**config.mk**
```make
export PLATFORM = sky130hd
export DESIGN_NAME = priority_thread_selector_core
export DESIGN_NICKNAME = d
export VERILOG_FILES = /design/src/design/pts_pkg.sv /design/src/design/priority_thread_selector_core.sv /design/src/design/pts_ctrl.sv /design/src/design/pts_datapath.sv
export SDC_FILE = /design/constraint.sdc
export NUM_CORES = 1
export LEC_CHECK = 0
export BUFFER_PORTS_ARGS = -buffer_cell sky130_fd_sc_hd__clkbuf_2
export CAP_MARGIN = 20
export CORE_MARGIN = 1
export CORE_UTILIZATION = 40
export CTS_CLUSTER_DIAMETER = 30
export CTS_CLUSTER_SIZE = 40
export DETAILED_ROUTE_END_ITERATION = 8
export PLACE_DENSITY = 0.52
export SETUP_SLACK_MARGIN = 0.5
export SYNTH_ARGS = -nofsm -noshare
export SYNTH_HDL_FRONTEND = slang
export SYNTH_SLANG_ARGS = --single-unit
```
**constraint.sdc**
```tcl
create_clock -name clock -period 4.35 [get_ports clock]
set_input_delay 0.87 -clock clock [delete_from_list [all_inputs] [get_ports clock]]
set_output_delay 0.87 -clock clock [all_outputs]
set_load 0.01 [all_outputs]
```
**src/design/pts_pkg.sv**
```systemverilog
package pts_pkg;

   // Field widths fixed by the item format
   localparam int IDX_W  = 4;
   localparam int PRIO_W = 8;
   localparam int CNT_W  = IDX_W + 1;

   // Highest table depth that a 4-bit index can reach
   localparam int ADDRESSABLE          = 1 << IDX_W;
   localparam int THREAD_COUNT_DEFAULT = 16;
   localparam logic [IDX_W-1:0] IDLE_RESET = IDX_W'(15);

   // Packed port widths
   localparam int REQ_DATA_W = 32;
   localparam int RSP_DATA_W = 8;

   // Operation codes carried in req_tuser
   localparam logic OP_WRITE = 1'b0;
   localparam logic OP_ELECT = 1'b1;

   typedef enum logic [2:0] {
      ST_IDLE = 3'b001,
      ST_SCAN = 3'b010,
      ST_DONE = 3'b100
   } state_type;

   // Commands from controller to datapath
   typedef struct packed {
      logic write_entry;
      logic load_elect;
      logic scan_step;
      logic finish;
   } cmd_type;

   // Status from datapath to controller
   typedef struct packed {
      logic scan_empty;
      logic scan_last;
      logic out_free;
   } status_type;

endpackage

```
**src/design/priority_thread_selector_core.sv**
```systemverilog
// Write transaction: table entry updated at acceptance.
// Elect transaction: accept, ST_SCAN visits each entry of the range in turn (an
// empty range passes through ST_SCAN without a step), then ST_DONE delivers the
// result once the result register is free. A new request is accepted only in
// ST_IDLE, after delivery; the scan of the thread table visits one entry per cycle.
// Reset: synchronous; clears the table and loads idle index 15.
module priority_thread_selector_core #(
   parameter int THREAD_COUNT = pts_pkg::THREAD_COUNT_DEFAULT
) (
   input  logic                           clock,
   input  logic                           reset,
   // req_tdata, low bit up: entry_index[3:0], entry_priority[11:4],
   // entry_runnable[12], entry_has_budget[13], range_low[17:14],
   // range_high[21:18], previous_thread[25:22], running_thread[29:26], zeros
   input  logic                           req_tvalid,
   output logic                           req_tready,
   input  logic [pts_pkg::REQ_DATA_W-1:0] req_tdata,
   input  logic                           req_tuser,   // op
   // rsp_tdata, low bit up: chosen_thread[3:0], zeros
   output logic                           rsp_tvalid,
   input  logic                           rsp_tready,
   output logic [pts_pkg::RSP_DATA_W-1:0] rsp_tdata,
   output logic                           rsp_tuser,   // found
   input  logic                           csr_we,
   input  logic [pts_pkg::IDX_W-1:0]      csr_wdata    // idle_thread_index
);

   pts_pkg::cmd_type    cmd;
   pts_pkg::status_type status;

   pts_ctrl u_ctrl (
      .clock      (clock),
      .reset      (reset),
      .req_tvalid (req_tvalid),
      .req_op     (req_tuser),
      .req_tready (req_tready),
      .status     (status),
      .cmd        (cmd)
   );

   pts_datapath #(
      .THREAD_COUNT (THREAD_COUNT)
   ) u_datapath (
      .clock      (clock),
      .reset      (reset),
      .req_tdata  (req_tdata),
      .csr_we     (csr_we),
      .csr_wdata  (csr_wdata),
      .cmd        (cmd),
      .status     (status),
      .rsp_tvalid (rsp_tvalid),
      .rsp_tready (rsp_tready),
      .rsp_tdata  (rsp_tdata),
      .rsp_tuser  (rsp_tuser)
   );

endmodule

```
**src/design/pts_ctrl.sv**
```systemverilog
module pts_ctrl (
   input  logic                clock,
   input  logic                reset,
   input  logic                req_tvalid,
   input  logic                req_op,
   output logic                req_tready,
   input  pts_pkg::status_type status,
   output pts_pkg::cmd_type    cmd
);

   pts_pkg::state_type state_ff, state_in;
   logic               accept;

   assign req_tready = (state_ff == pts_pkg::ST_IDLE);
   assign accept     = req_tvalid && req_tready;

   // Sequence one transaction: write at once, or scan then deliver
   always_comb begin
      state_in = state_ff;
      cmd      = '0;
      unique case (state_ff)
         pts_pkg::ST_IDLE: begin
            if (accept) begin
               if (req_op == pts_pkg::OP_ELECT) begin
                  cmd.load_elect = 1'b1;
                  state_in       = pts_pkg::ST_SCAN;
               end else begin
                  cmd.write_entry = 1'b1;
               end
            end
         end
         pts_pkg::ST_SCAN: begin
            if (status.scan_empty) begin
               state_in = pts_pkg::ST_DONE;
            end else begin
               cmd.scan_step = 1'b1;
               if (status.scan_last) begin
                  state_in = pts_pkg::ST_DONE;
               end
            end
         end
         pts_pkg::ST_DONE: begin
            if (status.out_free) begin
               cmd.finish = 1'b1;
               state_in   = pts_pkg::ST_IDLE;
            end
         end
         default: begin
            state_in = pts_pkg::ST_IDLE;
         end
      endcase
   end

   always_ff @(posedge clock) begin
      if (reset) begin
         state_ff <= pts_pkg::ST_IDLE;
      end else begin
         state_ff <= state_in;
      end
   end

endmodule

```
**src/design/pts_datapath.sv**
```systemverilog
module pts_datapath #(
   parameter int THREAD_COUNT = pts_pkg::THREAD_COUNT_DEFAULT
) (
   input  logic                               clock,
   input  logic                               reset,
   input  logic [pts_pkg::REQ_DATA_W-1:0]     req_tdata,
   input  logic                               csr_we,
   input  logic [pts_pkg::IDX_W-1:0]          csr_wdata,
   input  pts_pkg::cmd_type                   cmd,
   output pts_pkg::status_type                status,
   output logic                               rsp_tvalid,
   input  logic                               rsp_tready,
   output logic [pts_pkg::RSP_DATA_W-1:0]     rsp_tdata,
   output logic                               rsp_tuser
);

   // Only entries a 4-bit index can reach are stored
   localparam int DEPTH = (THREAD_COUNT < pts_pkg::ADDRESSABLE) ?
                          THREAD_COUNT : pts_pkg::ADDRESSABLE;
   localparam int AW    = $clog2(DEPTH);
   localparam logic [pts_pkg::CNT_W-1:0] DEPTH_L = pts_pkg::CNT_W'(DEPTH);

   localparam int IW = pts_pkg::IDX_W;
   localparam int PW = pts_pkg::PRIO_W;
   localparam int CW = pts_pkg::CNT_W;

   // Unpack request fields
   logic [IW-1:0] f_index, f_low, f_high, f_prev, f_run;
   logic [PW-1:0] f_prio;
   logic          f_runnable, f_budget;

   assign f_index    = req_tdata[3:0];
   assign f_prio     = req_tdata[11:4];
   assign f_runnable = req_tdata[12];
   assign f_budget   = req_tdata[13];
   assign f_low      = req_tdata[17:14];
   assign f_high     = req_tdata[21:18];
   assign f_prev     = req_tdata[25:22];
   assign f_run      = req_tdata[29:26];

   // Thread table and configuration
   logic [PW-1:0] prio_ff [DEPTH];
   logic          runnable_ff [DEPTH];
   logic          budget_ff [DEPTH];
   logic [IW-1:0] idle_ff;

   // Scan state
   logic [IW-1:0] low_ff, low_in;
   logic [IW-1:0] high_ff, high_in;
   logic [IW-1:0] cur_ff, cur_in;
   logic [CW-1:0] rem_ff, rem_in;
   logic          inside_ff, inside_in;
   logic          have_ff, have_in;
   logic [PW-1:0] best_ff, best_in;
   logic [IW-1:0] chosen_ff, chosen_in;

   // Result register
   logic          rsp_valid_ff, rsp_valid_in;
   logic [IW-1:0] rsp_chosen_ff;
   logic          rsp_found_ff;

   logic          write_ok;
   logic          cur_ok;
   logic          cur_qual;
   logic [PW-1:0] cur_prio;
   logic [IW-1:0] start;
   logic          start_inside;
   logic          keep_step;
   logic          take;

   assign write_ok = ({1'b0, f_index} < DEPTH_L);
   assign cur_ok   = ({1'b0, cur_ff} < DEPTH_L);
   assign cur_qual = cur_ok && runnable_ff[cur_ff[AW-1:0]] && budget_ff[cur_ff[AW-1:0]];
   assign cur_prio = cur_ok ? prio_ff[cur_ff[AW-1:0]] : '0;

   assign start        = (f_run == idle_ff) ? f_prev : f_run;
   assign start_inside = (start >= f_low) && (start <= f_high);

   // Last visit of an inside scan lands on the start thread, which wins ties
   assign keep_step = inside_ff && (rem_ff == CW'(1));
   assign take      = cur_qual && (!have_ff || (cur_prio > best_ff) ||
                                   (keep_step && (cur_prio >= best_ff)));

   // Scan bookkeeping
   always_comb begin
      low_in    = low_ff;
      high_in   = high_ff;
      cur_in    = cur_ff;
      rem_in    = rem_ff;
      inside_in = inside_ff;
      have_in   = have_ff;
      best_in   = best_ff;
      chosen_in = chosen_ff;
      if (cmd.load_elect) begin
         low_in    = f_low;
         high_in   = f_high;
         inside_in = start_inside;
         if (start_inside) begin
            cur_in = (start == f_high) ? f_low : start + IW'(1);
         end else begin
            cur_in = f_low;
         end
         rem_in    = (f_low <= f_high) ?
                     ({1'b0, f_high} - {1'b0, f_low} + CW'(1)) : '0;
         have_in   = 1'b0;
         best_in   = '0;
         chosen_in = idle_ff;
      end else if (cmd.scan_step) begin
         if (take) begin
            have_in   = 1'b1;
            best_in   = cur_prio;
            chosen_in = cur_ff;
         end
         cur_in = (cur_ff == high_ff) ? low_ff : cur_ff + IW'(1);
         rem_in = rem_ff - CW'(1);
      end
   end

   always_ff @(posedge clock) begin
      low_ff    <= low_in;
      high_ff   <= high_in;
      cur_ff    <= cur_in;
      inside_ff <= inside_in;
      have_ff   <= have_in;
      best_ff   <= best_in;
      chosen_ff <= chosen_in;
      if (reset) begin
         rem_ff <= '0;
      end else begin
         rem_ff <= rem_in;
      end
   end

   // Table writes and configuration
   always_ff @(posedge clock) begin
      if (reset) begin
         for (int i = 0; i < DEPTH; i++) begin
            prio_ff[i]     <= '0;
            runnable_ff[i] <= 1'b0;
            budget_ff[i]   <= 1'b0;
         end
         idle_ff <= pts_pkg::IDLE_RESET;
      end else begin
         if (cmd.write_entry && write_ok) begin
            prio_ff[f_index[AW-1:0]]     <= f_prio;
            runnable_ff[f_index[AW-1:0]] <= f_runnable;
            budget_ff[f_index[AW-1:0]]   <= f_budget;
         end
         if (csr_we) begin
            idle_ff <= csr_wdata;
         end
      end
   end

   // Hold the result until the transaction is taken
   always_comb begin
      rsp_valid_in = rsp_valid_ff;
      if (cmd.finish) begin
         rsp_valid_in = 1'b1;
      end else if (rsp_tready) begin
         rsp_valid_in = 1'b0;
      end
   end

   always_ff @(posedge clock) begin
      if (reset) begin
         rsp_valid_ff <= 1'b0;
      end else begin
         rsp_valid_ff <= rsp_valid_in;
      end
      if (cmd.finish) begin
         rsp_chosen_ff <= chosen_ff;
         rsp_found_ff  <= have_ff;
      end
   end

   assign status.scan_empty = (rem_ff == '0);
   assign status.scan_last  = (rem_ff == CW'(1));
   assign status.out_free   = !rsp_valid_ff || rsp_tready;

   assign rsp_tvalid = rsp_valid_ff;
   assign rsp_tdata  = {(pts_pkg::RSP_DATA_W - IW)'(0), rsp_chosen_ff};
   assign rsp_tuser  = rsp_found_ff;

endmodule

```
# == Word-level counts from Yosys, hierarchy flattened ==
# Memories as Yosys holds them, arrays and structs flattened. A register that Yosys moved wholly into a read port is not among the register bits.
# Cells that the tools add are included.
# word_totals
register_bits,44
latchBits,0
ramBits,160
romBits,0
input_bits,42
output_inout_bits,11
word_cells,103
mem_count,3
# mem_list
name,depth,word_bits,rd,rd_clocked_by_memory_dff,write_ports,line_no,text
u_datapath.prio_ff,16,8,1,1,16,pts_datapath.sv:42,logic [PW-1:0] prio_ff [DEPTH];
u_datapath.budget_ff,16,1,1,1,16,pts_datapath.sv:44,logic budget_ff [DEPTH];
u_datapath.runnable_ff,16,1,1,1,16,pts_datapath.sv:43,logic runnable_ff [DEPTH];
# op_classes
n_addsub,5
mul,0
div_mod_pow,0
magnitude_cmp,5
eq_ne,11
shifts,0
n_mux,45
bitwise_logic,0
reduce_logical,21
# op_table
cell,count
2-to-1 mux 4 bit,15
2-to-1 mux 1 bit,18
2-to-1 mux 3 bit,5
2-to-1 mux 5 bit,3
== test 4 bit,3
one-hot mux 3 bit (3 select lines),1
"adder 4 x 1 -> 4 bit, second input constant",2
>= comparator 8 bit,1
> comparator 8 bit,1
less-or-equal comparator 4 bit,2
2-to-1 mux 8 bit,1
OR reduction 8 bit,1
logical AND 1 bit,6
"inequality test 2 bit, second input constant",3
nonzero test 2 bit,3
"adder 5 x 1 -> 5 bit, second input constant",1
"== test 5 x 1 -> 1 bit, second input constant",1
zero test 5 bit,1
subtractor 4 x 4 -> 5 bit,1
"subtractor 5 x 1 -> 5 bit, second input constant",1
>= comparator 4 bit,1
2-to-1 mux 2 bit,2
AND reduction 2 bit,2
AND reduction 4 bit,1
other kinds (7),11

# == Logic depth before layout (Yosys ltp) ==
# depth
ltp_word,9
depth_mapped,15

# == Cells and area by module ==
# A second synthesis with hierarchy kept.
# unflattened
hier_cells,779
hier_area_um2,10368.7
# modules_own_cells
module,instances,cells_per_inst,area_per_inst_um2,seq_area_each_um2
pts_datapath,1,759,10177.3,5925.7
pts_ctrl,1,20,191.4,60.1

# == Least setup slack after synthesis ==
# OpenSTA, ideal clock, no wires.
# synth_path
kind,register to register
from,register with a tool-made name
to,"register u_datapath.chosen_ff[0], enable pin"
setup_time_ps,307
arrival_ps,3344
slack_ps,699
path_stages_with_launch,14
path_buffers,4
period_less_slack_ps,3651
path_cell_list,dfxtp_1 buf_6 buf_8 buf_6 mux4_2 mux4_2 ha_1 a211oi_1 o21ai_0 a21oi_1 o31ai_1 and3_1 buf_4 or2_1
# synth_lines
item,line_no,text
to (signal assigned),pts_datapath.sv:126,chosen_ff <= chosen_in;
to (decl),pts_datapath.sv:55,"logic [IW-1:0] chosen_ff, chosen_in;"

==> qor.json <==
{
  "drc": 0,
  "worst_hold_path.num_cells": 0,
  "mostFrequentLayoutCell": "sky130_fd_sc_hd__edfxtp_1",
  "critical_path.startpoint_type": "register",
  "leakage_uw": 0.00485,
  "power_per_cell_area_mw_per_mm2": 506,
  "io-pin-count": 53,
  "routed_wire_length_per_instance_um": 20.6,
  "initial_utilization_pct": 41.0,
  "drive_gt1_share_pct": 24.7,
  "row_count": 58,
  "grt_first_pass_wirelength_um": 38600,
  "first_global_vias": 6719,
  "timing.critical_path.required_ns": 4.63,
  "clock_tree_root_driver_cell": "sky130_fd_sc_hd__clkbuf_16",
  "outcome": "complete, no violations",
  "syn-instance-count": 789,
  "postSynth.asyncResetShare_pct": 0,
  "cts_hold_repair.buffers": 0,
  "coreArea_mm2": 0.0253,
  "detail-route-antenna-nets": 0,
  "vdd_ir_drop_max_v": 0.000365,
  "synthesis.area_mm2": 0.0104,
  "antenna_found_initial": 0,
  "synth_top_cell_area_share_pct": 52.8,
  "detail_placement_hpwl_um": 17200,
  "route.vias.total": 6495,
  "placement.io_buffers": 46,
  "top_post_synthesis_cells_by_area": "sky130_fd_sc_hd__edfxtp_1 (53%), sky130_fd_sc_hd__and2_1 (9.7%), sky130_fd_sc_hd__mux4_2 (8.7%), sky130_fd_sc_hd__dfxtp_1 (5.0%), sky130_fd_sc_hd__ha_1 (3.9%)",
  "slew_violations": 0,
  "hold_class": "register to register",
  "worstSkewPairLatency_ns": 0.53,
  "syn_to_final_growth_pct": 21.7,
  "n_antenna_cell": 0,
  "min_delay_worst_endpoint": "u_datapath.rsp_chosen_ff[1]$_DFFE_PP_",
  "overflow": 0,
  "post-route-period-util_pct": 83.0,
  "rr_worst_depth": 11,
  "yosysSeqAreaShare_pct": 57.8,
  "tritoncts_num_sinks": 208,
  "cts_inserted_buffers": 47,
  "initial_drt_pass_iterations": 5,
  "final_design_area_no_fill_mm2": 0.0126,
  "ys_seq_elements": 208,
  "slew-limit-headroom_pct": 41.0,
  "floorplan.die.height_um": 163,
  "rsz0062_at_grt": "false",
  "syn-mean-instance-area_um2": 13.1,
  "number_of_flops_mapped_to_enable_cells_by_yosys": 182,
  "clock_slew_at_the_register_clock_pins_of_the_worst_setup_and_hold_paths_ns": 0.05,
  "final_setup_skew_ns": 0.0123,
  "h-tree-depth": 2,
  "detailed_place.area_mm2": 0.0110,
  "worst-slew-pin-transition_ns": 0.883,
  "pre_cts_slack_ns": 0.366,
  "final_hold_viol_count": 0,
  "cts_tree": "done",
  "crit_type": "register to register",
  "routed_wl_um": 25400,
  "drt-initial-drc-count": 466,
  "final_period_minus_worst_setup_slack_ns": 3.61,
  "setup_tns_ns": 0,
  "finalPower_uw": 6380,
  "timing.final.setup_violations": 0,
  "total_global_route_track_usage_pct": 19.7,
  "clockBufferDepth": 3,
  "final_critical_path_setup_slack_ns": 0.739,
  "maxCapViolCount": 0,
  "yosys_warnings": 0,
  "synth_top_area_cell": "sky130_fd_sc_hd__edfxtp_1",
  "nNetsFinal": 943,
  "mostFrequentLayoutCells": "sky130_fd_sc_hd__edfxtp_1 (182), sky130_fd_sc_hd__and2_1 (160), sky130_fd_sc_hd__clkbuf_16 (48)",
  "dieWidth_um": 163,
  "post_drt_via_cell_ratio": 5.27,
  "critical_path.endpoint_type": "register",
  "postSynth.topFlopCell": "sky130_fd_sc_hd__edfxtp_1",
  "design.die.area_mm2": 0.0265,
  "crit_fanout": 12,
  "fmax_ghz": 0.277,
  "synth_cell_type_count": 63,
  "gp_congestion": 0.788,
  "grt_max_degree": 31,
  "worst-endpoint-arrival_ns": 3.89,
  "worstHoldStart": "u_datapath.chosen_ff[1]$_DFFE_PP_",
  "critical_path.reg2reg.endpoint": "u_datapath.chosen_ff[0]$_DFFE_PP_",
  "ff2ff_setup_slack_ns": 0.74
}
==> logic make-up (layout without fill, tap and decap cells) <==
family          count (synthesis)  count (layout)  synth area share (%)
mux                            55              55                  10.2
flops                         208             208                  57.8
simple gates                  309             309                  17.2
other cells                     1               4                0.0362
buf+inv                        80             191                  3.58
compound gates                 86              86                  5.69
xor+xnor                       17              17                  1.44
fa+ha+maj                      33              33                  4.06
==> per-layer routing <==
layer	up-vias	global-route usage, %	share of wire, %	routed length, µm
met4	0	6.29	2.1	538
met1	3237	25.4	43	11000
li1	3041	-	-	-
met2	174	33.7	50	12700
met3	43	3.46	4.7	1190
met5	-	0	0	0
==> worst max-delay path, cell delays in order (launching register included) <==
cell and delay, ns:
sky130_fd_sc_hd__dfxtp_4 0.43, sky130_fd_sc_hd__buf_6 0.23, sky130_fd_sc_hd__mux4_2 0.57, sky130_fd_sc_hd__mux2_2 0.29, sky130_fd_sc_hd__o21ai_1 0.29, sky130_fd_sc_hd__ha_1 0.31, sky130_fd_sc_hd__nand2b_1 0.15, sky130_fd_sc_hd__a211o_1 0.29
sky130_fd_sc_hd__a21oi_1 0.13, sky130_fd_sc_hd__o31ai_1 0.10, sky130_fd_sc_hd__and3_2 0.27, sky130_fd_sc_hd__or2_1 0.29
==> cell usage after synthesis, types with 12 or more instances <==
cell	n
sky130_fd_sc_hd__a21oi_1	20
sky130_fd_sc_hd__and2_1	160
sky130_fd_sc_hd__clkbuf_1	40
sky130_fd_sc_hd__dfxtp_1	26
sky130_fd_sc_hd__edfxtp_1	182
sky130_fd_sc_hd__ha_1	32
sky130_fd_sc_hd__inv_1	22
sky130_fd_sc_hd__mux2i_1	12
sky130_fd_sc_hd__mux4_2	40
sky130_fd_sc_hd__nand2_1	40
sky130_fd_sc_hd__nand3_1	12
sky130_fd_sc_hd__nand4_1	13
sky130_fd_sc_hd__nor2_1	24
sky130_fd_sc_hd__nor3_1	12
sky130_fd_sc_hd__o21ai_0	12
sky130_fd_sc_hd__or2_2	18
sky130_fd_sc_hd__xor2_1	14
==> worst max-delay path by stage <==
stage,end,slack (ns),cells past startpoint
detailed placement,u_datapath.chosen_ff[0]$_DFFE_PP_,0.37,10
CTS,u_datapath.chosen_ff[0]$_DFFE_PP_,0.61,10
finish,u_datapath.chosen_ff[0]$_DFFE_PP_,0.74,11
global route,u_datapath.chosen_ff[0]$_DFFE_PP_,0.56,10
floorplan,u_datapath.chosen_ff[0]$_DFFE_PP_,0.70,13
global placement,u_datapath.chosen_ff[1]$_DFFE_PP_,0.41,10
==> final cells by class <==
| cell class | count | area (µm²) |
|---|---|---|
| Inverter | 25 | 93.8 |
| Clock buffer | 58 | 1250 |
| Multi-Input combinational cell | 504 | 4010 |
| Clock inverter | 26 | 327 |
| Timing Repair Buffer | 82 | 517 |
| Tap cell | 330 | 413 |
| Sequential cell | 208 | 5990 |
| Fill cell | 2228 | 12700 |
==> timing repair <==
item | CTS | global route
endpoints found under the setup margin | 4 | 4
gates resized for setup | 2 | 2
cloned | 0 | 0
buffers inserted | 0 | 8
==> power by group <==
group          leakage [µW]  switching, µW  internal (µW)
combinational       0.00204            340            264
clock              0.000747           1080           2380
sequential          0.00206           58.4           2260
==> stage by stage <==
stage / util, % / hold slack (ns) / cells
5_1_grt: 49.9 / 0.450 / 1233
2_1_floorplan: - / 0.400 / 792
6_report: 49.9 / 0.438 / 1233
3_5_place_dp: 43.4 / 0.426 / 1140
4_1_cts: 49.6 / 0.444 / 1224
3_3_place_gp: 43.4 / 0.433 / 1140
==> flip-flops by register name (all words and copies together), names as in the netlist, named ones only <==
signal                    count
u_datapath.idle_ff            4
u_datapath.rsp_tuser          1
u_datapath.best_ff            8
u_datapath.rsp_tvalid         1
u_datapath.rem_ff             5
u_datapath.low_ff             4
u_datapath.chosen_ff          4
u_datapath.high_ff            4
u_ctrl.state_ff               3
u_datapath.runnable_ff       16
u_datapath.rsp_chosen_ff      4
u_datapath.have_ff            1
u_datapath.prio_ff          128
u_datapath.budget_ff         16
u_datapath.cur_ff             4
u_datapath.inside_ff          1
(Power assumes the default switching activity.)
